[config.mk]
export PLATFORM = sky130hd
export DESIGN_NAME = escape_sequence_unescaper_core_flat
export DESIGN_NICKNAME = d
export VERILOG_FILES = /design/src/rtl/esu_pkg.sv /design/src/rtl/esu_in_if.sv /design/src/rtl/esu_out_if.sv /design/src/rtl/esu_parser.sv /design/src/rtl/esu_result_queue.sv /design/src/rtl/escape_sequence_unescaper_core.sv /design/src/flat_wrapper.sv
export SDC_FILE = /design/constraint.sdc
export NUM_CORES = 1
export LEC_CHECK = 0
export ABC_AREA = 1
export BUFFER_PORTS_ARGS = -buffer_cell sky130_fd_sc_hd__buf_2
export CORE_ASPECT_RATIO = 1.5
export CORE_UTILIZATION = 50
export DETAILED_ROUTE_END_ITERATION = 8
export PLACE_DENSITY = 0.72
export RECOVER_POWER = 25
export SLEW_MARGIN = 5
export SYNTH_ARGS = -nofsm -noshare
export SYNTH_HDL_FRONTEND = slang
export SYNTH_SLANG_ARGS = --single-unit
[constraint.sdc]
create_clock -name clk -period 9.3 [get_ports clk]
set_clock_uncertainty 0.15 [all_clocks]
set_input_delay 1.395 -clock clk [delete_from_list [all_inputs] [get_ports clk]]
set_output_delay 1.395 -clock clk [all_outputs]
set_load 0.05 [all_outputs]
[src/rtl/esu_pkg.sv]
// ----------------------------------------------------------------------------
// esu_pkg
// Shared types, character codes and helpers of the escape sequence unescaper.
// ----------------------------------------------------------------------------
package esu_pkg;

	localparam int BYTE_W  = 8;
	localparam int MAX_RES = 4;
	localparam int CNT_W   = $clog2(MAX_RES + 1);
	localparam int IDX_W   = $clog2(MAX_RES);

	// parser phases
	localparam logic [2:0] MODE_START   = 3'd0;
	localparam logic [2:0] MODE_MAYBE_M = 3'd1;
	localparam logic [2:0] MODE_AFTER_M = 3'd2;
	localparam logic [2:0] MODE_SKIP_WS = 3'd3;
	localparam logic [2:0] MODE_NORMAL  = 3'd4;
	localparam logic [2:0] MODE_BSLASH  = 3'd5;
	localparam logic [2:0] MODE_OCTAL   = 3'd6;
	localparam logic [2:0] MODE_CARET   = 3'd7;

	localparam logic [BYTE_W-1:0] CH_NUL    = 8'h00;
	localparam logic [BYTE_W-1:0] CH_BEL    = 8'h07;
	localparam logic [BYTE_W-1:0] CH_BS     = 8'h08;
	localparam logic [BYTE_W-1:0] CH_TAB    = 8'h09;
	localparam logic [BYTE_W-1:0] CH_LF     = 8'h0A;
	localparam logic [BYTE_W-1:0] CH_CR     = 8'h0D;
	localparam logic [BYTE_W-1:0] CH_ESC    = 8'h1B;
	localparam logic [BYTE_W-1:0] CH_SPACE  = 8'h20;
	localparam logic [BYTE_W-1:0] CH_DASH   = 8'h2D;
	localparam logic [BYTE_W-1:0] CH_ZERO   = 8'h30;
	localparam logic [BYTE_W-1:0] CH_SEVEN  = 8'h37;
	localparam logic [BYTE_W-1:0] CH_QMARK  = 8'h3F;
	localparam logic [BYTE_W-1:0] CH_AT     = 8'h40;
	localparam logic [BYTE_W-1:0] CH_UP_E   = 8'h45;
	localparam logic [BYTE_W-1:0] CH_UP_M   = 8'h4D;
	localparam logic [BYTE_W-1:0] CH_UP_X   = 8'h58;
	localparam logic [BYTE_W-1:0] CH_BSLASH = 8'h5C;
	localparam logic [BYTE_W-1:0] CH_CARET  = 8'h5E;
	localparam logic [BYTE_W-1:0] CH_LO_A   = 8'h61;
	localparam logic [BYTE_W-1:0] CH_LO_B   = 8'h62;
	localparam logic [BYTE_W-1:0] CH_LO_E   = 8'h65;
	localparam logic [BYTE_W-1:0] CH_LO_N   = 8'h6E;
	localparam logic [BYTE_W-1:0] CH_LO_R   = 8'h72;
	localparam logic [BYTE_W-1:0] CH_LO_T   = 8'h74;
	localparam logic [BYTE_W-1:0] CH_LO_X   = 8'h78;
	localparam logic [BYTE_W-1:0] CH_LO_Z   = 8'h7A;
	localparam logic [BYTE_W-1:0] CH_DEL    = 8'h7F;
	localparam logic [BYTE_W-1:0] CASE_OFS  = 8'h20;

	typedef struct packed {
		logic [BYTE_W-1:0] data;
		logic              string_end;
		logic              no_data;
	} esu_result_t;

	// results caused by one request, slot 0 goes out first
	typedef struct packed {
		esu_result_t [MAX_RES-1:0] res;
		logic [CNT_W-1:0]          count;
	} esu_batch_t;

	function automatic logic is_octal(input logic [BYTE_W-1:0] c);
		return (c >= CH_ZERO) && (c <= CH_SEVEN);
	endfunction

	function automatic logic is_space(input logic [BYTE_W-1:0] c);
		return (c == CH_SPACE) || ((c >= CH_TAB) && (c <= CH_CR));
	endfunction

	function automatic logic [BYTE_W-1:0] escape_map(input logic [BYTE_W-1:0] c);
		logic [BYTE_W-1:0] r;
		case (c)
			CH_LO_A: r = CH_BEL;
			CH_LO_B: r = CH_BS;
			CH_LO_E: r = CH_ESC;
			CH_UP_E: r = CH_ESC;
			CH_LO_N: r = CH_LF;
			CH_LO_R: r = CH_CR;
			CH_LO_T: r = CH_TAB;
			default: r = c;
		endcase
		return r;
	endfunction

endpackage

[src/rtl/esu_in_if.sv]
// ----------------------------------------------------------------------------
// esu_in_if
// Input channel: one string character per request with its last flag.
// ----------------------------------------------------------------------------
interface esu_in_if import esu_pkg::*; ();
	logic              valid;
	logic              ready;
	logic [BYTE_W-1:0] in_byte;
	logic              last_byte;

	modport source (output valid, output in_byte, output last_byte, input ready);
	modport sink (input valid, input in_byte, input last_byte, output ready);
endinterface

[src/rtl/esu_out_if.sv]
// ----------------------------------------------------------------------------
// esu_out_if
// Output channel: one unescaped character per request with end and empty flags.
// ----------------------------------------------------------------------------
interface esu_out_if import esu_pkg::*; ();
	logic              valid;
	logic              ready;
	logic [BYTE_W-1:0] out_byte;
	logic              string_end;
	logic              no_data;

	modport source (output valid, output out_byte, output string_end, output no_data,
		input ready);
	modport sink (input valid, input out_byte, input string_end, input no_data,
		output ready);
endinterface

[src/rtl/esu_parser.sv]
// ----------------------------------------------------------------------------
// esu_parser
// Escape parser state and the single-pass decode of one character into a
// batch of up to four results, one output byte held back across requests.
// ----------------------------------------------------------------------------
module esu_parser import esu_pkg::*; (
	input  logic              clk,
	input  logic              arst_n,
	input  logic              step,
	input  logic [BYTE_W-1:0] c,
	input  logic              last,
	output esu_batch_t        batch
);

	logic [2:0]        mode_q;
	logic [BYTE_W-1:0] oct_val_q;
	logic [1:0]        oct_cnt_q;
	logic              meta_q;
	logic [BYTE_W-1:0] held_q;
	logic              held_valid_q;

	logic [2:0]        mode_d;
	logic [BYTE_W-1:0] oct_val_d;
	logic [1:0]        oct_cnt_d;
	logic              meta_d;
	logic [BYTE_W-1:0] held_d;
	logic              held_valid_d;

	logic              e1_v, e2_v, e3_v, do_plain;
	logic [BYTE_W-1:0] e1_b, e2_b, e3_b, upper;
	logic [BYTE_W-1:0] seq [MAX_RES];
	logic [CNT_W-1:0]  sn;
	logic [IDX_W-1:0]  tail_idx;
	logic              tail_cr;

	always_comb begin
		mode_d    = mode_q;
		oct_val_d = oct_val_q;
		oct_cnt_d = oct_cnt_q;
		meta_d    = meta_q;
		e1_v      = 1'b0;
		e1_b      = CH_NUL;
		e2_v      = 1'b0;
		e2_b      = CH_NUL;
		e3_v      = 1'b0;
		e3_b      = CH_NUL;
		do_plain  = 1'b0;
		upper     = ((c >= CH_LO_A) && (c <= CH_LO_Z)) ? c - CASE_OFS : c;

		if ((mode_q == MODE_OCTAL) && (oct_cnt_q == 2'd1) && is_octal(c)) begin
			oct_val_d = {oct_val_q[BYTE_W-4:0], c[2:0]};
			oct_cnt_d = 2'd2;
		end else begin
			case (mode_q)
				MODE_START: begin
					if (c == CH_UP_M)
						mode_d = MODE_MAYBE_M;
					else
						do_plain = 1'b1;
				end
				MODE_MAYBE_M: begin
					e1_v = 1'b1;
					if (c == CH_DASH) begin
						e1_b   = CH_ESC;
						mode_d = MODE_AFTER_M;
					end else begin
						e1_b     = CH_UP_M;
						do_plain = 1'b1;
					end
				end
				MODE_AFTER_M: begin
					if ((c == CH_UP_X) || (c == CH_LO_X)) begin
						e1_v   = 1'b1;
						e1_b   = CH_LO_X;
						meta_d = 1'b1;
						mode_d = MODE_SKIP_WS;
					end else begin
						do_plain = 1'b1;
					end
				end
				MODE_SKIP_WS: begin
					do_plain = !is_space(c);
				end
				MODE_BSLASH: begin
					if (is_octal(c)) begin
						oct_val_d = {{(BYTE_W-3){1'b0}}, c[2:0]};
						oct_cnt_d = 2'd1;
						mode_d    = MODE_OCTAL;
					end else begin
						e1_v   = 1'b1;
						e1_b   = escape_map(c);
						mode_d = MODE_NORMAL;
					end
				end
				MODE_OCTAL: begin
					e1_v      = 1'b1;
					oct_val_d = '0;
					oct_cnt_d = 2'd0;
					if (is_octal(c)) begin
						e1_b   = {oct_val_q[BYTE_W-4:0], c[2:0]};
						mode_d = MODE_NORMAL;
					end else begin
						e1_b     = oct_val_q;
						do_plain = 1'b1;
					end
				end
				MODE_CARET: begin
					e1_v   = 1'b1;
					e1_b   = (c == CH_QMARK) ? CH_DEL : upper - CH_AT;
					mode_d = MODE_NORMAL;
				end
				default: begin
					do_plain = 1'b1;
				end
			endcase
		end

		if (do_plain) begin
			if (c == CH_BSLASH)
				mode_d = MODE_BSLASH;
			else if (c == CH_CARET)
				mode_d = MODE_CARET;
			else begin
				e2_v   = 1'b1;
				e2_b   = c;
				mode_d = MODE_NORMAL;
			end
		end

		// flush of an unfinished octal escape or lone M at the end of the string
		if (last && (mode_d == MODE_OCTAL)) begin
			e3_v = 1'b1;
			e3_b = oct_val_d;
		end else if (last && (mode_d == MODE_MAYBE_M)) begin
			e3_v = 1'b1;
			e3_b = CH_UP_M;
		end
	end

	// line up held byte and new emits, the newest one is kept back unless the string ends
	always_comb begin
		for (int i = 0; i < MAX_RES; i++)
			seq[i] = CH_NUL;
		sn = '0;
		if (held_valid_q) begin
			seq[sn[IDX_W-1:0]] = held_q;
			sn = sn + 1'b1;
		end
		if (e1_v) begin
			seq[sn[IDX_W-1:0]] = e1_b;
			sn = sn + 1'b1;
		end
		if (e2_v) begin
			seq[sn[IDX_W-1:0]] = e2_b;
			sn = sn + 1'b1;
		end
		if (e3_v) begin
			seq[sn[IDX_W-1:0]] = e3_b;
			sn = sn + 1'b1;
		end
		tail_idx = IDX_W'(sn - 1'b1);
		tail_cr  = (sn != '0) && (seq[tail_idx] == CH_CR);
		if (last && meta_d && !tail_cr) begin
			seq[sn[IDX_W-1:0]] = CH_CR;
			sn = sn + 1'b1;
		end
		tail_idx = IDX_W'(sn - 1'b1);

		for (int i = 0; i < MAX_RES; i++) begin
			batch.res[i].data       = seq[i];
			batch.res[i].string_end = last && (sn != '0) && (IDX_W'(i) == tail_idx);
			batch.res[i].no_data    = 1'b0;
		end
		held_d       = held_q;
		held_valid_d = held_valid_q;
		if (last) begin
			batch.count = sn;
			if (sn == '0) begin
				batch.res[0].string_end = 1'b1;
				batch.res[0].no_data    = 1'b1;
				batch.count             = CNT_W'(1);
			end
		end else begin
			batch.count = (sn == '0) ? '0 : sn - 1'b1;
			if (sn != '0) begin
				held_d       = seq[tail_idx];
				held_valid_d = 1'b1;
			end
		end
	end

	always_ff @(posedge clk or negedge arst_n) begin
		if (!arst_n) begin
			mode_q       <= MODE_START;
			oct_val_q    <= '0;
			oct_cnt_q    <= 2'd0;
			meta_q       <= 1'b0;
			held_q       <= '0;
			held_valid_q <= 1'b0;
		end else if (step && last) begin
			mode_q       <= MODE_START;
			oct_val_q    <= '0;
			oct_cnt_q    <= 2'd0;
			meta_q       <= 1'b0;
			held_q       <= '0;
			held_valid_q <= 1'b0;
		end else if (step) begin
			mode_q       <= mode_d;
			oct_val_q    <= oct_val_d;
			oct_cnt_q    <= oct_cnt_d;
			meta_q       <= meta_d;
			held_q       <= held_d;
			held_valid_q <= held_valid_d;
		end
	end

	a_batch_bound: assert property (@(posedge clk) disable iff (!arst_n)
		step |-> batch.count <= CNT_W'(MAX_RES))
		else $error("esu_parser: batch larger than result queue");

	a_last_restarts: assert property (@(posedge clk) disable iff (!arst_n)
		step && last |=> mode_q == MODE_START && !held_valid_q && !meta_q)
		else $error("esu_parser: state not cleared after end of string");

	a_last_has_result: assert property (@(posedge clk) disable iff (!arst_n)
		step && last |-> batch.count != '0)
		else $error("esu_parser: end of string produced no result");

	a_octal_count: assert property (@(posedge clk) disable iff (!arst_n)
		mode_q == MODE_OCTAL |-> oct_cnt_q == 2'd1 || oct_cnt_q == 2'd2)
		else $error("esu_parser: octal digit count out of range");

endmodule

[src/rtl/esu_result_queue.sv]
// ----------------------------------------------------------------------------
// esu_result_queue
// Result register holding one batch and handing it out one result a cycle while the receiver is ready.
// ----------------------------------------------------------------------------
module esu_result_queue import esu_pkg::*; (
	input  logic        clk,
	input  logic        arst_n,
	input  logic        load,
	input  esu_batch_t  batch,
	output logic        can_load,
	output logic        res_valid,
	input  logic        res_ready,
	output esu_result_t res
);

	esu_result_t [MAX_RES-1:0] res_q;
	logic [CNT_W-1:0]          rem_q;
	logic [IDX_W-1:0]          idx_q;
	logic                      pop;

	assign res_valid = rem_q != '0;
	assign pop       = res_valid && res_ready;
	// a batch may replace the last result in the cycle it leaves
	assign can_load  = (rem_q == '0) || ((rem_q == CNT_W'(1)) && pop);
	assign res       = res_q[idx_q];

	always_ff @(posedge clk) begin
		if (load)
			res_q <= batch.res;
	end

	always_ff @(posedge clk or negedge arst_n) begin
		if (!arst_n) begin
			rem_q <= '0;
			idx_q <= '0;
		end else if (load) begin
			rem_q <= batch.count;
			idx_q <= '0;
		end else if (pop) begin
			rem_q <= rem_q - 1'b1;
			idx_q <= idx_q + 1'b1;
		end
	end

	a_load_safe: assert property (@(posedge clk) disable iff (!arst_n)
		load |-> can_load)
		else $error("esu_result_queue: batch loaded over pending results");

	a_load_count: assert property (@(posedge clk) disable iff (!arst_n)
		load |=> rem_q == $past(batch.count) && idx_q == '0)
		else $error("esu_result_queue: wrong count after load");

	a_drain: assert property (@(posedge clk) disable iff (!arst_n)
		pop && !load |=> rem_q == $past(rem_q) - 1'b1)
		else $error("esu_result_queue: result lost or repeated");

	a_rem_bound: assert property (@(posedge clk) disable iff (!arst_n)
		rem_q <= CNT_W'(MAX_RES))
		else $error("esu_result_queue: remaining count overflow");

endmodule

[src/rtl/escape_sequence_unescaper_core.sv]
// ----------------------------------------------------------------------------
// escape_sequence_unescaper_core
// Backslash, caret and meta escape decoder for a byte stream of strings.
// ----------------------------------------------------------------------------
// in_ch takes one string character per request, last_byte set on the final
// one. out_ch gives the unescaped bytes; string_end marks the last result of
// a string, and a string that decodes to nothing gives a single result with
// no_data set. One decoded byte is held back inside until the next character
// or the end of the string decides whether it is the last.
// A character is registered on acceptance into the input register, and is
// decoded from there into a result register of up to four results once that
// register can take it; its results are then valid on out_ch from the result
// register. A character is taken every cycle while it leaves at most one
// result and the receiver is ready; the output port moves one result per
// cycle while the receiver is ready, so a character with several results
// holds back the next until its last result leaves.
// When the receiver stalls, the result register and the input register fill
// and in_ch.ready drops; nothing is dropped. Reset clears the parser to the
// start of a string and empties both registers.
// ----------------------------------------------------------------------------
module escape_sequence_unescaper_core import esu_pkg::*; (
	input  logic clk,
	input  logic arst_n,
	esu_in_if.sink    in_ch,
	esu_out_if.source out_ch
);

	logic              valid_s1;
	logic [BYTE_W-1:0] byte_s1;
	logic              last_s1;
	logic              advance;
	logic              can_load;
	esu_batch_t        batch;
	esu_result_t       res;

	assign advance     = valid_s1 && can_load;
	assign in_ch.ready = !valid_s1 || advance;

	always_ff @(posedge clk or negedge arst_n) begin
		if (!arst_n)
			valid_s1 <= 1'b0;
		else if (in_ch.ready)
			valid_s1 <= in_ch.valid;
	end

	always_ff @(posedge clk) begin
		if (in_ch.ready && in_ch.valid) begin
			byte_s1 <= in_ch.in_byte;
			last_s1 <= in_ch.last_byte;
		end
	end

	esu_parser u_parser (
		.clk    (clk),
		.arst_n (arst_n),
		.step   (advance),
		.c      (byte_s1),
		.last   (last_s1),
		.batch  (batch)
	);

	esu_result_queue u_queue (
		.clk       (clk),
		.arst_n    (arst_n),
		.load      (advance),
		.batch     (batch),
		.can_load  (can_load),
		.res_valid (out_ch.valid),
		.res_ready (out_ch.ready),
		.res       (res)
	);

	assign out_ch.out_byte   = res.data;
	assign out_ch.string_end = res.string_end;
	assign out_ch.no_data    = res.no_data;

	a_hold_stage: assert property (@(posedge clk) disable iff (!arst_n)
		valid_s1 && !can_load |=> valid_s1 && $stable(byte_s1) && $stable(last_s1))
		else $error("core: pending character lost while result register busy");

	a_empty_flag: assert property (@(posedge clk) disable iff (!arst_n)
		out_ch.valid && out_ch.no_data |-> out_ch.string_end)
		else $error("core: empty marker without end of string");

	a_ready_when_empty: assert property (@(posedge clk) disable iff (!arst_n)
		!valid_s1 |-> in_ch.ready)
		else $error("core: input stalled with empty input register");

endmodule
[src/flat_wrapper.sv]
// flat-port wrapper written by rule: the top's interface ports become plain ports
module escape_sequence_unescaper_core_flat import esu_pkg::*;
  (clk, arst_n, in_ch_valid, in_ch_in_byte, in_ch_last_byte, in_ch_ready, out_ch_valid, out_ch_out_byte, out_ch_string_end, out_ch_no_data, out_ch_ready);
  esu_in_if in_ch_i ();
  esu_out_if out_ch_i ();
  input  logic clk;
  input  logic arst_n;
  input wire logic [$bits(in_ch_i.valid)-1:0] in_ch_valid;
  input wire logic [$bits(in_ch_i.in_byte)-1:0] in_ch_in_byte;
  input wire logic [$bits(in_ch_i.last_byte)-1:0] in_ch_last_byte;
  output wire logic [$bits(in_ch_i.ready)-1:0] in_ch_ready;
  output wire logic [$bits(out_ch_i.valid)-1:0] out_ch_valid;
  output wire logic [$bits(out_ch_i.out_byte)-1:0] out_ch_out_byte;
  output wire logic [$bits(out_ch_i.string_end)-1:0] out_ch_string_end;
  output wire logic [$bits(out_ch_i.no_data)-1:0] out_ch_no_data;
  input wire logic [$bits(out_ch_i.ready)-1:0] out_ch_ready;
  assign in_ch_i.valid = in_ch_valid;
  assign in_ch_i.in_byte = in_ch_in_byte;
  assign in_ch_i.last_byte = in_ch_last_byte;
  assign in_ch_ready = in_ch_i.ready;
  assign out_ch_valid = out_ch_i.valid;
  assign out_ch_out_byte = out_ch_i.out_byte;
  assign out_ch_string_end = out_ch_i.string_end;
  assign out_ch_no_data = out_ch_i.no_data;
  assign out_ch_i.ready = out_ch_ready;
  escape_sequence_unescaper_core u_core (.clk(clk), .arst_n(arst_n), .in_ch(in_ch_i), .out_ch(out_ch_i));
endmodule
## Word-level counts from Yosys, hierarchy flattened

Index checks and enable logic that the tools add are counted.

| storage, ports and cells | value |
|---|---|
| register bits after elaboration | 75 |
| bits of input ports | 13 |
| output and inout port bits | 12 |
| logic and storage cells | 234 |

| operators by class | value |
|---|---|
| add/sub/neg operators | 10 |
| magnitude comparators | 17 |
| eq/ne operators | 31 |
| muxes and demuxes | 100 |
| bitwise logic cells | 9 |
| reductions and logical operators | 47 |

Operator list:

| kind | number |
|---|---|
| $mux W8 | 26 |
| $mux W32 | 4 |
| $bwmux W32 | 3 |
| $eq A8 B7 Y1 const B | 12 |
| $demux W8 S2 | 4 |
| $mux W3 | 16 |
| $pmux W8 S6 | 1 |
| $pmux W8 S5 | 1 |
| $bmux W8 S2 | 2 |
| $eq A8 B6 Y1 const B | 3 |
| $logic_and A1 B1 Y1 | 24 |
| $mux W1 | 22 |
| $mux W7 | 3 |
| $and A20 B20 Y20 | 1 |
| $bmux W10 S2 | 1 |
| $mux W2 | 10 |
| $not A20 Y20 | 1 |
| $ge A3 B3 Y1 const B | 6 |
| $not A2 Y3 | 6 |
| $pmux W3 S6 | 1 |
| $pmux W8 S2 | 1 |
| $add A3 B1 Y3 const B | 4 |
| $eq A3 B3 Y1 const B | 4 |
| $lt A3 B1 Y1 const B | 4 |
| other kinds (36) | 54 |

## Logic depth before layout (Yosys ltp)

| logic depth | value |
|---|---|
| word-level depth | 32 |
| depth in mapped cells | 40 |
| mapped depth without buffers | 37 |

## Cells and area by module

From an unflattened synthesis, not the netlist that was laid out.

| unflattened totals | value |
|---|---|
| cells, all modules | 945 |
| area, all modules | 6299.8 um2 |

By module, submodules not included:

| module | instances | cells each | area each (um2) | sequential area each (um2) |
|---|---|---|---|---|
| esu_parser | 1 | 790 | 4159.0 | 575.6 |
| esu_result_queue | 1 | 138 | 1818.0 | 1326.3 |
| escape_sequence_unescaper_core | 1 | 17 | 322.8 | 295.3 |

## Least setup slack after synthesis

OpenSTA, ideal clock, no wires.

| path | value |
|---|---|
| path kind | register to register |
| from | reg u_core.byte_s1[6] |
| to | reg u_core.u_queue.rem_q[1] |
| setup time | 133 ps |
| data arrival time | 4850 ps |
| data required time | 9017 ps |
| slack | 4168 ps |
| cell stages (with the launch flop) | 36 |
| path buffers | 4 |
| clock period less this slack | 5132 ps |
| cell sequence | edfxtp_1 buf_4 inv_2 ha_1 nand2_1 inv_1 nand3_1 nand2_1 nand2_1 buf_2 nand2_1 nand4_1 nand2_1 inv_2 ha_1 clkbuf_1 o21ai_0 inv_1 ha_1 nand2_1 o21ai_0 ha_1 inv_1 nand3_1 nand2_1 inv_2 nand2_4 nand2_4 o21ai_0 inv_1 ha_1 buf_2 clkinv_1 o21ai_0 o21bai_1 o211ai_1 |

| on the way | value |
|---|---|
| cells in the longest elaborated chain, start to end | 27 |
| elaborated cells between the ends (all ways) | 121 |
| those cells by class | 7 x add/sub; 10 x order compare; 18 x eq/ne; 65 x mux; 3 x bitwise; 18 x reduce/logical |

Ends and longest elaborated chain:

| what | line | RTL |
|---|---|---|
| start: declaration | escape_sequence_unescaper_core.sv:29 | `logic [BYTE_W-1:0] byte_s1;` |
| start signal: assignment | escape_sequence_unescaper_core.sv:48 | `byte_s1 <= in_ch.in_byte;` |
| $ge A8 B6 Y1 (tied with other cells) | esu_pkg.sv:64 | `return (c >= CH_ZERO) && (c <= CH_SEVEN);` |
| $logic_and A1 B1 Y1 (tied with other cells) | esu_pkg.sv:64 |  |
| $mux W1 (tied with other cells) | esu_parser.sv:85, esu_parser.sv:99 |  |
| $pmux W1 S3 / $logic_not A1 Y1 (equally long branches) | esu_parser.sv:54, esu_parser.sv:82 |  |
| $mux W1 / $pmux W1 S6 (equally long branches) | esu_parser.sv:50, esu_parser.sv:54 |  |
| $mux W3 / $mux W1 (equally long branches) | esu_parser.sv:149, esu_parser.sv:50 |  |
| $add A3 B1 Y3 (tied with other cells) | esu_parser.sv:155 | `sn = sn + 1'b1;` |
| $mux W3 (tied with other cells) | esu_parser.sv:153 | `if (e2_v) begin` |
| (+11 left out) | - |  |
| $logic_and A1 B1 Y1 | esu_parser.sv:162 | `tail_cr = (sn != '0) && (seq[tail_idx] == CH_CR);` |
| $logic_not A1 Y1 | esu_parser.sv:163 | `if (last && meta_d && !tail_cr) begin` |
| $logic_and A1 B1 Y1 | esu_parser.sv:163 |  |
| $mux W3 * | esu_parser.sv:163 |  |
| $sub A3 B1 Y3 / $logic_not A3 Y1 (equally long branches) | esu_parser.sv:184, esu_parser.sv:178 |  |
| $mux W3 / $mux W5 (equally long branches) | esu_parser.sv:184, esu_parser.sv:178 |  |
| $mux W3 * | esu_parser.sv:176 | `if (last) begin` |
| $mux W3 * | esu_result_queue.sv:36 | `end else if (load) begin` |
| end signal: assignment | esu_result_queue.sv:37 | `rem_q <= batch.count;` |
| end signal: assignment | esu_result_queue.sv:40 | `rem_q <= rem_q - 1'b1;` |
| end: declaration | esu_result_queue.sv:17 | `logic [CNT_W-1:0] rem_q;` |

Mark *: on every way between the ends. The rest lies on a longest branch, timed or not. The select of a mux whose other input is x is not followed.
A chain may end at the register's enable or synchronous reset.

## Final worst setup path

Same ends and word-level chain as after synthesis.

==> run summary <==
clock root buffer master: clkbuf_16
Die X-Extent: 92.7 um
Syn. warnings: 0
fin cells: 1101
Post-Place Cells: 1085
Initial DRT Pass Iterations: 7
Via Count: 6171
Max stage delay cell, worst path: edfxtp_1
Hold Crit Start: u_core.u_parser.held_q[5]
R2R setup slack: 2.77 ns
Clk Latency, worst-skew pair: 0.35 ns
dpl hpwl: 16000 um
Critical Path Source Type: flop
max-cap violations: 2
outcome: finished, violations left
critical path capture point type: flop
Avg Inst Size Synth: 6.60 um^2
DRC viols: 0
Synth-to-Final Area Change: 7.77%
crit path buf inv count: 7
TritonCTS Buffers: 9
number of synthesized register bits: 75
core area: 0.0120 mm^2
Post-CTS Repair Setup Buffers: 0
critical path arrival: 6.60 ns
filler cell count: 1248
period utilization: 0.702
crit-path max cell delay: 0.60 ns
total die area: 0.0128 mm^2
Final ANT Viol Nets: 0
RSZ-0062 raised after global routing: no
antenna violations before repair: 0
Worst-Margin Slew: 2.52 ns
ant diodes: 0
TritonCTS clock tree: done
CP required: 9.38 ns
power density cells: 373 mW/mm^2
CP delay by family, top: simple AND/OR/NAND/NOR gates
initial core utilization: 0.513
CTS max path bufs: 2
row count: 49
H-tree depth: 3
Reg2Reg Launch Point: u_core.byte_s1[6]
hold depth: 2
Util after Layout: 0.553
Routed WL per cell: 18.2 um
CP Max Fanout: 20
crit path kind: reg -> reg
Hold Crit Class: reg -> reg
DP Area: 0.00635 mm^2
Fin. Hold Viols: 0
layout cell share with drive strength beyond 1: 0.108
count of cell types in the netlist: 41
# clock sinks: 75
TNS Setup: 0 ns
hold slack: 0.336 ns
Netlist Area Pre-Place: 0.00617 mm^2
die height: 138 um
Final setup viols: 0
RePlAce Congestion: 1.01
post-route cell area: 0.00665 mm^2
Post-Syn Nets: 970
Rel. slew slack: -0.680
WL final: 20000 um
VDD IR max: 0.152 mV
reg2reg path depth: 29
cts repair resizes: 0
Starting DRT DRC Count: 449
IO Port Bufs: 24
failing checks: capacitance limit, slew limit
FMAX: 153 MHz
vias in the first global route: 5817
first-pass GRT wire length: 31100 um
largest net degree at the start of global routing: 53
Hold EP: u_core.u_parser.held_q[5]
overall routing resource usage: 0.325
Nets: 978
worst reg2reg endpoint: u_core.u_queue.rem_q[1]
Mapped Cells: 935
Clk pin slew, worst setup/hold paths: 0.07 ns
Leak: 0.00337 uW
Seq/Total Area, Yosys: 0.342
Vias per Instance: 5.60
Slew Limit Fails: 83
Final min period: 6.53 ns
GRT overflow: 0
cts hold-fix bufs: 0
Ports: 25
cell repeated most along the worst path: nand2_1
==> metal layers <==
layer,part of all wire,GRT usage,vias up
li1,-,-,3030
met1,0.36,0.336,2803
met2,0.51,0.572,249
met3,0.043,0.0495,89
met4,0.089,0.257,0
met5,0,0,-
==> cell usage after synthesis (all sizes together) <==
cell type	count	area (um^2)
a211oi	1	7.51
a21o	1	7.51
a21oi	17	85.1
a221oi	1	8.76
a31oi	3	18.8
buf	19	121
clkbuf	11	41.3
clkinv	3	11.3
dfrtp	29	726
edfxtp	46	1380
ha	22	275
inv	137	519
nand2	314	1270
nand3	111	601
nand3b	1	7.51
nand4	16	100
nor2	109	442
nor3	6	35.0
nor4	1	6.26
o211ai	6	45.0
o21ai	52	264
o21bai	2	15.0
o22ai	21	131
o2bb2ai	1	8.76
o31ai	1	7.51
or2	1	6.26
xnor2	1	8.76
xor2	2	17.5
==> per-stage QoR <==
stage               setup slack [ns]  total power, uW
finish                          2.77             2480
global route                    2.18             2660
CTS                             2.86             2450
detailed placement              2.92             2090
global placement                3.09             2080
floorplan                       4.17             1730
==> power breakdown <==
| part | internal (uW) | switching, uW | leakage [uW] |
|---|---|---|---|
| registers | 510 | 88.6 | 0.000820 |
| logic | 406 | 1110 | 0.00239 |
| clock network | 213 | 155 | 0.000153 |
| total | 1130 | 1350 | 0.00337 |
==> how the worst max path moves through the flow <==
stage | startpoint | endpoint | slack, ns | depth (start not counted)
final | u_core.byte_s1[6] | u_core.u_queue.rem_q[1] | 2.77 | 29
after global placement | u_core.byte_s1[6] | u_core.u_queue.rem_q[1] | 3.09 | 29
after detailed placement | u_core.byte_s1[6] | u_core.u_queue.rem_q[1] | 2.92 | 31
after floorplan | u_core.byte_s1[6] | u_core.u_queue.rem_q[1] | 4.17 | 35
after CTS | u_core.byte_s1[6] | u_core.u_queue.rem_q[1] | 2.86 | 31
after global routing | u_core.byte_s1[6] | u_core.u_queue.rem_q[1] | 2.18 | 31
==> cells by family (layout without fill, tap and decap cells) <==
| group | after synthesis | after routing | share of synthesized area |
|---|---|---|---|
| simple gates | 559 | 559 | 0.400 |
| xor+xnor | 3 | 3 | 0.00426 |
| flops | 75 | 75 | 0.342 |
| compound gates | 106 | 106 | 0.0971 |
| buf+inv | 170 | 183 | 0.112 |
| fa+ha+maj | 22 | 22 | 0.0446 |
==> sequential cells by signal, summed over array words and instances, names as in the netlist <==
register / flops
u_core.u_queue.idx_q: 2
u_core.u_queue.res_q: 37
u_core.u_parser.meta_q: 1
u_core.u_parser.held_q: 8
u_core.byte_s1: 8
u_core.valid_s1: 1
u_core.u_parser.oct_val_q: 8
u_core.u_parser.mode_q: 3
u_core.u_parser.oct_cnt_q: 2
u_core.u_queue.rem_q: 3
u_core.last_s1: 1
u_core.u_parser.held_valid_q: 1
==> cell type report <==
cell class,instances,area [um^2],share of cell area
tap,153,191,0.0288
multi-input combinational,690,3380,0.508
clock buffer,9,225,0.0339
clock inverter,7,81.3,0.0122
timing repair buffer,27,136,0.0205
inverter,140,531,0.0798
sequential,75,2110,0.317
==> cell usage in the layout (no fill, tap or decap), types with 4 or more instances in the layout <==
cell type,n
nor2_2,4
clkbuf_16,9
nor3_1,5
buf_2,22
o21ai_0,46
ha_1,22
nand2_1,293
a21oi_1,17
nand3_1,105
nand3_2,4
o211ai_1,6
o21ai_1,5
nand2_4,8
nor2_1,101
o22ai_1,21
inv_1,113
dfrtp_1,29
nand2_2,13
nand4_1,16
inv_2,22
nor2_4,4
edfxtp_1,46
==> worst min-delay path: cells and delay by family, from the launching register on <==
kind / cells / cell delay, ns
flip-flops: 1 / 0.34
AND/OR/NAND/NOR: 2 / 0.11
No activity file was read; power rests on OpenSTA's default activity.
